$ cat src/design/plia_pkg.sv
// ----------------------------------------------------------------------------
// plia_pkg
// Shared widths, limits and the sequencer state type of the interval
// average block.
// ----------------------------------------------------------------------------
`default_nettype none

package plia_pkg;

	localparam int unsigned DEF_MAX_SAMPLES = 512;

	localparam int WL_W  = 16;
	localparam int VAL_W = 24;
	localparam int CFG_W = 10;
	localparam int IDX_IN_W = 9;

	// Shared multiplier operands and product.
	localparam int MUL_A_W = 44;
	localparam int MUL_B_W = 20;
	localparam int PROD_W  = 64;

	localparam int SUM_W = 50;

	// Shared divider.
	localparam int DIV_NUM_W = 63;
	localparam int DIV_DEN_W = 21;

	localparam logic [0:0] CMD_WRITE = 1'b0;
	localparam logic [0:0] CMD_QUERY = 1'b1;

	localparam logic [0:0] STATUS_OK    = 1'b0;
	localparam logic [0:0] STATUS_EMPTY = 1'b1;

	localparam int VAL_MAX = 8388607;
	localparam int VAL_MIN_MAG = 8388608;

	typedef enum logic [19:0] {
		S_IDLE  = 20'h00001,
		S_RD0   = 20'h00002,
		S_RDN   = 20'h00004,
		S_CHK   = 20'h00008,
		S_PRE1  = 20'h00010,
		S_PRE2  = 20'h00020,
		S_PRE3  = 20'h00040,
		S_SRCH  = 20'h00080,
		S_SRCHW = 20'h00100,
		S_SEG0  = 20'h00200,
		S_SEG1  = 20'h00400,
		S_SEG2  = 20'h00800,
		S_MUL1  = 20'h01000,
		S_MUL2  = 20'h02000,
		S_MUL3  = 20'h04000,
		S_MUL4  = 20'h08000,
		S_SDIV  = 20'h10000,
		S_SWAIT = 20'h20000,
		S_FDIV  = 20'h40000,
		S_FWAIT = 20'h80000
	} plia_state_t;

endpackage

`default_nettype wire

$ cat src/design/plia_div.sv
// ----------------------------------------------------------------------------
// plia_div
// Unsigned restoring divider, one quotient bit per cycle.
// ----------------------------------------------------------------------------
`default_nettype none

module plia_div (
	input  wire logic                            clk,
	input  wire logic                            arst_n,
	input  wire logic                            start,
	input  wire logic [plia_pkg::DIV_NUM_W-1:0]  num,
	input  wire logic [plia_pkg::DIV_DEN_W-1:0]  den,
	output logic                                 busy,
	output logic                                 done,
	output logic      [plia_pkg::DIV_NUM_W-1:0]  quo
);
	import plia_pkg::*;

	localparam int CNT_W = $clog2(DIV_NUM_W + 1);

	logic [DIV_NUM_W-1:0] quo_q;
	logic [DIV_DEN_W-1:0] rem_q;
	logic [DIV_DEN_W-1:0] den_q;
	logic [CNT_W-1:0]     cnt_q;
	logic                 busy_q;
	logic                 done_q;
	logic [DIV_DEN_W:0]   shifted;
	logic                 fits;

	assign shifted = {rem_q, quo_q[DIV_NUM_W-1]};
	assign fits    = shifted >= {1'b0, den_q};

	always_ff @(posedge clk or negedge arst_n) begin
		if (!arst_n) begin
			busy_q <= 1'b0;
			done_q <= 1'b0;
			cnt_q  <= '0;
		end else begin
			done_q <= 1'b0;
			if (start) begin
				busy_q <= 1'b1;
				cnt_q  <= CNT_W'(DIV_NUM_W);
			end else if (busy_q) begin
				cnt_q <= cnt_q - 1'b1;
				if (cnt_q == CNT_W'(1)) begin
					busy_q <= 1'b0;
					done_q <= 1'b1;
				end
			end
		end
	end

	always_ff @(posedge clk) begin
		if (start) begin
			quo_q <= num;
			rem_q <= '0;
			den_q <= den;
		end else if (busy_q) begin
			rem_q <= fits ? DIV_DEN_W'(shifted - {1'b0, den_q}) : DIV_DEN_W'(shifted);
			quo_q <= {quo_q[DIV_NUM_W-2:0], fits};
		end
	end

	assign busy = busy_q;
	assign done = done_q;
	assign quo  = quo_q;

endmodule

`default_nettype wire

$ cat config.mk
export PLATFORM = sky130hd
export DESIGN_NAME = plia_div
export DESIGN_NICKNAME = d
export VERILOG_FILES = /design/src/design/plia_pkg.sv /design/src/design/plia_div.sv
export SDC_FILE = /design/constraint.sdc
export NUM_CORES = 1
export LEC_CHECK = 0
export ABC_AREA = 1
export CAP_MARGIN = 20
export CORE_AREA = 2 2 106 108
export DETAILED_ROUTE_END_ITERATION = 6
export DIE_AREA = 0 0 108 110
export DONT_BUFFER_PORTS = 1
export PLACE_DENSITY = 0.74
export SYNTH_ARGS = -nofsm -noshare
export SYNTH_HDL_FRONTEND = slang
export SYNTH_SLANG_ARGS = --single-unit
$ cat constraint.sdc
create_clock -name clk -period 2.5 [get_ports clk]
set_input_delay 0.5 -clock clk [delete_from_list [all_inputs] [get_ports clk]]
set_output_delay 0.5 -clock clk [all_outputs]
set_load 0.02 [all_outputs]
==> summary.md, run 1 <==
| Metric | Value |
|---|---|
| Status | `complete, no violations` |
| Final Cycle Share | `92.4%` |
| Most common cell after layout, fill and taps aside | `nand2_1` |
| Ys async rst share | `7.08%` |
| Post-DP HPWL | `9700 microns` |
| Row cnt | `38` |
| Largest net degree at the start of global routing | `91` |
| Main synth FF type | `edfxtp_1` |
| Pins over their slew limit | `0` |
| Vias in the first global route | `4835` |
| Rel. slew slack | `71.7%` |
| Critical Path Start | `quo[62]` |
| Pleak | `3.49 nW` |
| Final Hold Vio Count | `0` |
| First-pass GRT wire length | `22600 microns` |
| Seq cells post-synth | `113` |
| Largest area contributor in the netlist | `edfxtp_1` |
| Synthesized area | `6260 sq um` |
| Pre-Repair DR Iteration Count | `5` |
| Mapped Cells | `785` |
| Most frequent cells in the layout | `nand2_1 (351), inv_1 (99), edfxtp_1 (84)` |
| Initial core utilization | `58.5%` |
| Startpoint types | `register` |
| TNS Setup | `0 ns` |
| Nets | `901` |
| Reg clk slew, reported paths | `0.06 ns` |
| GRT Total Usage | `24.6%` |
| Root Buffer | `clkbuf_8` |
| Total CTS buffers | `17` |
| Cells on Worst Hold Path | `0` |
| IO Port Bufs | `0` |
| P_int | `4.68 mW` |
| Width of the chip | `108 microns` |
| CP endpoint kind | `register` |
| Core area | `10700 sq um` |
| Average size of a mapped cell | `7.98 sq um` |
| Synth top area cells | `edfxtp_1 (40%), nand2_1 (21%), dfxtp_1 (6.7%)` |
| # Max-Cap Violations | `0` |
| Yosys top cell area share | `40.3%` |
| # setup viols final | `0` |
| Worst-margin pin slew | `0.424 ns` |
| RR Startpoint | `quo[62]` |
| Clock Path Buffers | `2` |
| Post-synth EDFFs | `84` |
| Yosys warnings | `0` |
| CTS sink cnt | `113` |
| Drt initial violations | `278` |
| Post-CTS Setup Repair Bufs | `0` |
| Sw Pwr | `2.48 mW` |
| CTS tree | `done` |
| Via Count | `4958` |
| VDD IR-drop max | `0.657 mV` |
| Tmin final | `2.31 ns` |
| Clock power share | `34.6%` |
| Clock H-tree levels | `4` |
| Distinct cell type count after synthesis | `38` |
| Routed Antenna Nets | `0` |
| Synth Net Count | `896` |
| WS Path Type | `reg2reg` |
| Reg2Reg Depth | `13` |
| WP data required | `2.91 ns` |
| Wire per inst | `14.8 microns` |
| Final core utilization | `65.5%` |
| Final wirelength | `13900 microns` |
| Max Clock Freq | `0.433 GHz` |
| Clk_lat worst skew | `0.52 ns` |
| Worst-path fanout max | `18` |
| Num ports | `152` |
| Chip height | `110 microns` |
| Comb pwr share | `29.0%` |
| Seq/Total Area, Yosys | `50.2%` |
| Hold Path Class | `in2reg` |
| Vias per Instance | `5.26` |
| Critical path arrival | `2.72 ns` |
| Seq. cell area | `3140 sq um` |
| Switching share of total power | `34.6%` |
| Area Growth Syn to Fin | `11.9%` |
| Antenna diodes | `0` |
| Multi-input logic area | `2610 sq um` |
| DRC | `0` |
| Grt ovf | `0` |
| Initial antenna violation count | `0` |
| Min-delay src | `den[13]` |
| Reg power frac | `36.4%` |
| Final-layout fill cell count | `917` |
| Clock skew | `0.00984 ns` |
| GP Congestion | `0.935` |
| Power Density | `1020 nW/um^2` |
| Die area | `11900 sq um` |
| Share of layout cells above drive strength 1 | `7.97%` |
power groups by stage:
stage               Clock [mW]  Sequential [mW]  Combinational [mW]
detailed placement           0             2.63                2.02
finish                    2.48             2.60                2.08
global placement             0             2.63                1.96
CTS                       2.53             2.60                2.05
floorplan                    0             2.58                1.71
global route              2.59             2.63                2.37
path summary, 6_finish.rpt:
check                           slack, ns         to
worst max register to register       0.19  rem_q[15]
worst min register to register       0.47  rem_q[20]
min in group asynchronous            0.32   cnt_q[1]
worst min-delay path                 0.07  den_q[13]
max in group asynchronous            1.92   cnt_q[4]
worst max-delay path                 0.19  rem_q[15]
registers in the layout, summed over array words and instances (netlist names):
register / cells
done: 1
cnt_q: 6
den_q: 21
rem_q: 21
busy: 1
quo: 63
critical path, stage by stage (launching register included):
cell and delay, ns:
edfxtp_1 0.38, inv_1 0.09, ha_1 0.14, inv_1 0.07
fa_1 0.46, nand2_1 0.12, nand3_2 0.08, nand2_1 0.11
nand2_2 0.08, nand2_4 0.24, buf_4 0.21, nand3b_1 0.08
nand3_1 0.08, nand2_1 0.06
what timing repair did:
action	CTS	global route
setup endpoints to repair	0	13
resized for setup	0	1
hold endpoints to repair	8	0
hold buffers	1	0
per-layer routing:
| metal | track usage, % | share of wire (%) |
|---|---|---|
| met1 | 29.5 | 43 |
| met2 | 42.0 | 49 |
| met3 | 9.05 | 7.1 |
| met4 | 6.59 | 0.83 |
| met5 | 0 | 0 |
cells in the mapped netlist (6+ instances only):
cell	instances
nand3_2	8
xnor2_1	8
nand3b_1	12
nand2_2	6
o21ai_1	8
dfrtp_1	8
edfxtp_1	84
nor2_1	33
nand2_1	351
ha_1	23
nand3_1	51
clkbuf_1	15
a21oi_1	15
dfxtp_1	21
inv_1	100
metrics by stage:
| stage | cells | setup WS [ns] | power, mW | hold slack (ns) | area [sq um] |
|---|---|---|---|---|---|
| finish | 943 | 0.190 | 7.16 | 0.0744 | 7010 |
| CTS | 943 | 0.166 | 7.18 | 0.0458 | 7000 |
| floorplan | 785 | 0.391 | 4.28 | 0.204 | 6260 |
| global route | 943 | -0.000510 | 7.59 | 0.0461 | 7010 |
| global placement | 910 | 0.319 | 4.58 | 0.205 | 6380 |
| detailed placement | 910 | 0.193 | 4.66 | 0.205 | 6380 |
cells by family (layout without fill, tap and decap cells):
family	count (synthesis)	count (layout)	share of synthesized area [%]
flops	113	113	50.2
fa+ha+maj	24	24	4.91
xor+xnor	9	9	1.26
compound gates	34	34	3.02
simple gates	478	478	32.3
buf+inv	127	145	8.31
cell type report:
class	instances	share of cell area, %
flip-flops and latches	113	44.8
multi-input cells	545	37.2
clock buffers	18	5.96
inverters	103	5.52
clock inverters	14	2.68
well taps	140	2.50
repair buffers	10	1.29
Power figures use the tool's default switching activity.
==> run 2: changes to the inputs <==
--- a/config.mk
+++ b/config.mk
@@ -5,11 +5,10 @@
 export SDC_FILE = /design/constraint.sdc
 export NUM_CORES = 1
 export LEC_CHECK = 0
-export ABC_AREA = 1
 export CAP_MARGIN = 20
-export CORE_AREA = 2 2 106 108
+export CORE_AREA = 2 2 102 104
 export DETAILED_ROUTE_END_ITERATION = 6
-export DIE_AREA = 0 0 108 110
+export DIE_AREA = 0 0 104 106
 export DONT_BUFFER_PORTS = 1
 export PLACE_DENSITY = 0.74
 export SYNTH_ARGS = -nofsm -noshare
==> run 2 against run 1 <==
  * The run now ends with negative setup slack left
  * Critical path depth decreased by 1
  * Synthesized area decreased by 7.2%
  * Synthesized cell count decreased by 41%
  * Combinational power increased by 25%
  * Die area decreased by 7.2%
  * Routed wire length decreased by 15%
  * Total power increased by 8.3%
  * Critical endpoint is now rem_q[10]
==> summary.md, run 2 <==
| Metric | Value |
|---|---|
| Row cnt | `37 (-2.6%)` |
| Final wirelength | `11900 microns (-15%)` |
| Wire per inst | `18.4 microns (+24%)` |
| Main synth FF type | `edfxtp_1` |
| Top sig layer | `met4` |
| Power Density | `1140 nW/um^2 (+12%)` |
| Vias in the first global route | `3858 (-20%)` |
| Most frequent cells in the layout | `edfxtp_1 (84), mux2_2 (63), inv_1 (31)` |
| Tot Pwr | `7.75 mW (+8.3%)` |
| Post-synth top cells | `edfxtp_1 (84), mux2_2 (63), inv_1 (32)` |
| WS Path Type | `reg2reg` |
| Post-route insts no fill | `644 (-32%)` |
| Clock H-tree levels | `4 (unchanged)` |
| Startpoint types | `register` |
| Drt initial violations | `196 (-29%)` |
| Root Buffer | `clkbuf_8` |
| Cells on Worst Hold Path | `1 (+1)` |
| Pleak | `2.70 nW (-23%)` |
| Rel. slew slack | `48.1% (-24 points)` |
| Seq cells post-synth | `113 (unchanged)` |
| Total CTS buffers | `17 (unchanged)` |
| Seq/Total Area, Yosys | `54.1% (+3.9 points)` |
| Synth Area in Adders | `5.30% (+0.38 points)` |
| Clk_lat worst skew | `0.52 ns (about the same)` |
| Status | `complete, but fails checks` |
| Clock skew | `0.00849 ns (-0.00134 ns)` |
| Simple-gate share of the synthesized area | `8.03% (-24 points)` |
| Reg clk slew, reported paths | `0.06 ns (about the same)` |
| GRT Total Usage | `22.3% (-2.3 points)` |
| Yosys top cell area share | `43.4% (+3.1 points)` |
| Yosys warnings | `0 (unchanged)` |
| Clock Path Buffers | `2 (unchanged)` |
| CP endpoint kind | `register` |
| Post-DP HPWL | `8240 microns (-15%)` |
| Initial antenna violation count | `0 (unchanged)` |
| Post-synthesis xor/xnor area fraction | `3.16% (+1.9 points)` |
| Top-count cell post-synth | `edfxtp_1` |
| Worst-path fanout max | `6 (-12)` |
| Critical path arrival | `2.89 ns (+0.17 ns)` |
| WP data required | `2.88 ns (-0.03 ns)` |
| Setup WS post-layout | `-0.00737 ns (-0.197 ns)` |
| Final Hold Vio Count | `0 (unchanged)` |
| CTS tree | `done` |
| Crit path largest cell delay | `0.38 ns (-0.08 ns)` |
| Width of the chip | `104 microns (-3.7%)` |
| Unrepaired setup endpoints after global routing | `yes` |
| Hold Path Class | `in2reg` |
| Share of layout cells above drive strength 1 | `29.6% (+22 points)` |
| DRC | `0 (unchanged)` |
| Max Clock Freq | `0.399 GHz (-7.9%)` |
| # setup viols final | `1 (+1)` |
| Via Count | `3718 (-25%)` |
| Mapped Cells | `467 (-41%)` |
| Initial core utilization | `58.1% (-0.43 points)` |
| VDD IR-drop max | `0.547 mV (-17%)` |
| RR Startpoint | `quo[62]` |
| Pre-Repair DR Iteration Count | `6 (+1)` |
| Synth Net Count | `578 (-35%)` |
| Grt ovf | `0 (unchanged)` |
| Core area | `10000 sq um (-6.5%)` |
| Final core utilization | `68.1% (+2.5 points)` |
| Most common cell after layout, fill and taps aside | `edfxtp_1` |
| Final Instance Area | `6810 sq um (-2.9%)` |
| Num ports | `152 (unchanged)` |
| Post-synthesis mux area share | `15.0% (+15 points)` |
| Vias per Instance | `5.77 (+9.8%)` |
| Cell mode on critical path | `inv_1` |
| Distinct cell type count after synthesis | `62 (+63%)` |
| GP Congestion | `0.872 (-6.7%)` |
| Largest net degree at the start of global routing | `109 (+20%)` |
| # Max-Cap Violations | `0 (unchanged)` |
| Failing checks | `negative setup slack` |
| Met3 wire len | `1210 microns (+22%)` |
| Worst-margin pin slew | `0.778 ns (+0.354 ns)` |
| Critical Path Start | `quo[62]` |
| Final Cycle Share | `100% (+7.9 points)` |
| Synth Area in Compound Gates | `10.3% (+7.3 points)` |
| Average size of a mapped cell | `12.4 sq um (+56%)` |
| DR WL met2 | `5740 microns (-16%)` |
| IO Port Bufs | `0 (unchanged)` |
| Post-synth EDFFs | `84 (unchanged)` |
| Tmin final | `2.51 ns (+0.197 ns)` |
| Chip height | `106 microns (-3.6%)` |
| Crit path cell chain | `inv_1, ha_1, inv_1, fa_2, a21oi_4, o211ai_4, o211ai_1, o211ai_2, nor2_4, buf_6, mux2i_1, a211oi_1` |
| Placed instance area | `6070 sq um (-5.0%)` |
| Placed Cells | `605 (-34%)` |
| Area Growth Syn to Fin | `17.1%` |
| Die area | `11000 sq um (-7.2%)` |
| Pins over their slew limit | `0 (unchanged)` |
| First-pass GRT wire length | `18900 microns (-16%)` |
| Largest area contributor in the netlist | `edfxtp_1` |
| Synth top area cells | `edfxtp_1 (43%), mux2_2 (12%), dfxtp_1 (7.2%)` |
| Min-delay src | `start` |
| Max FFs per register | `63 (unchanged)` |
| Nets | `605 (-33%)` |
| CTS sink cnt | `113 (unchanged)` |
| Met1 Wirelength | `4650 microns (-22%)` |
| CP max stage cell | `edfxtp_1` |
| Ys async rst share | `7.08% (unchanged)` |
| Routed Antenna Nets | `0 (unchanged)` |
| Reg2Reg Depth | `12 (-1)` |
| Main combinational cell family by area after synthesis | `multiplexers` |
| Synthesized area | `5810 sq um (-7.2%)` |
## run 2: cell count changes after synthesis, sizes merged, moves of 10 or more
| cell | before | now |
|---|---|---|
| nor2 | 38 | 24 |
| mux2 | 0 | 63 |
| nand2 | 359 | 20 |
| a211oi | 0 | 10 |
| mux2i | 0 | 16 |
| nand3 | 59 | 10 |
| inv | 101 | 33 |
## run 2: per-layer routing
| metal | GRT usage (%) | up-vias |
|---|---|---|
| li1 | - | 1777 |
| met5 | 0 | - |
| met3 | 12.6 | 18 |
| met4 | 8.98 | 0 |
| met2 | 35.4 | 151 |
| met1 | 24.8 | 1772 |
## run 2: worst max-delay path, delay by kind of cell, from the launching register on
family / cells / cell delay [ns]
buffers and inverters: 3 / 0.30
AO/OA/AOI/OAI: 5 / 0.74
AND/OR/NAND/NOR: 1 / 0.25
flip-flops: 1 / 0.38
multiplexers: 1 / 0.19
adder cells (fa/ha/maj): 2 / 0.51
## run 2: kinds of logic (layout without fill, tap and decap cells)
kind of cell / after synthesis / after routing
compound gates: 86 / 86
xor+xnor: 21 / 21
fa+ha+maj: 24 / 24
buf+inv: 55 / 94
flops: 113 / 113
mux: 79 / 79
other cells: 0 / 1
simple gates: 89 / 90
## run 2: final timing paths
kind / slack, ns / endpoint
min in group asynchronous: 0.33 / cnt_q[0]
min: 0.05 / rem_q[8]
max: -0.007 / rem_q[10]
min reg2reg: 0.48 / rem_q[11]
max reg2reg: -0.007 / rem_q[10]
max in group asynchronous: 1.89 / cnt_q[4]
## run 2: metrics by stage
stage	setup TNS [ns]	hold WS, ns	setup slack, ns
after floorplan	-0.404	0.204	-0.170
after global placement	-0.267	0.205	-0.0374
after detailed placement	-1.46	0.205	-0.149
after CTS	-0.208	0.0275	-0.0394
after global routing	-1.91	0.0211	-0.160
final	-0.00737	0.0538	-0.00737
## run 2: cell type report
cell class	count	area [sq um]
clock inverters	15	183
flip-flops and latches	113	3140
clock buffers	17	414
diodes	1	2.50
fillers	764	3190
inverters	33	128
repair buffers	29	231
multi-input cells	300	2530
well taps	136	170
## run 2: power breakdown
group	leakage, nW	internal [mW]	switching (mW)
clock network	0.293	1.53	0.882
logic	1.28	1.32	1.27
registers	1.12	2.35	0.390
total	2.70	5.20	2.55
## run 2: what timing repair did
| item | CTS | global route |
|---|---|---|
| pin swaps | 3 | 9 |
| hold buffers | 1 | 0 |
| resized for setup | 3 | 16 |
| setup endpoints to repair | 18 | 22 |
| endpoints found under the hold margin | 8 | 0 |
| buffers inserted | 4 | 0 |
| gates cloned | 1 | 0 |
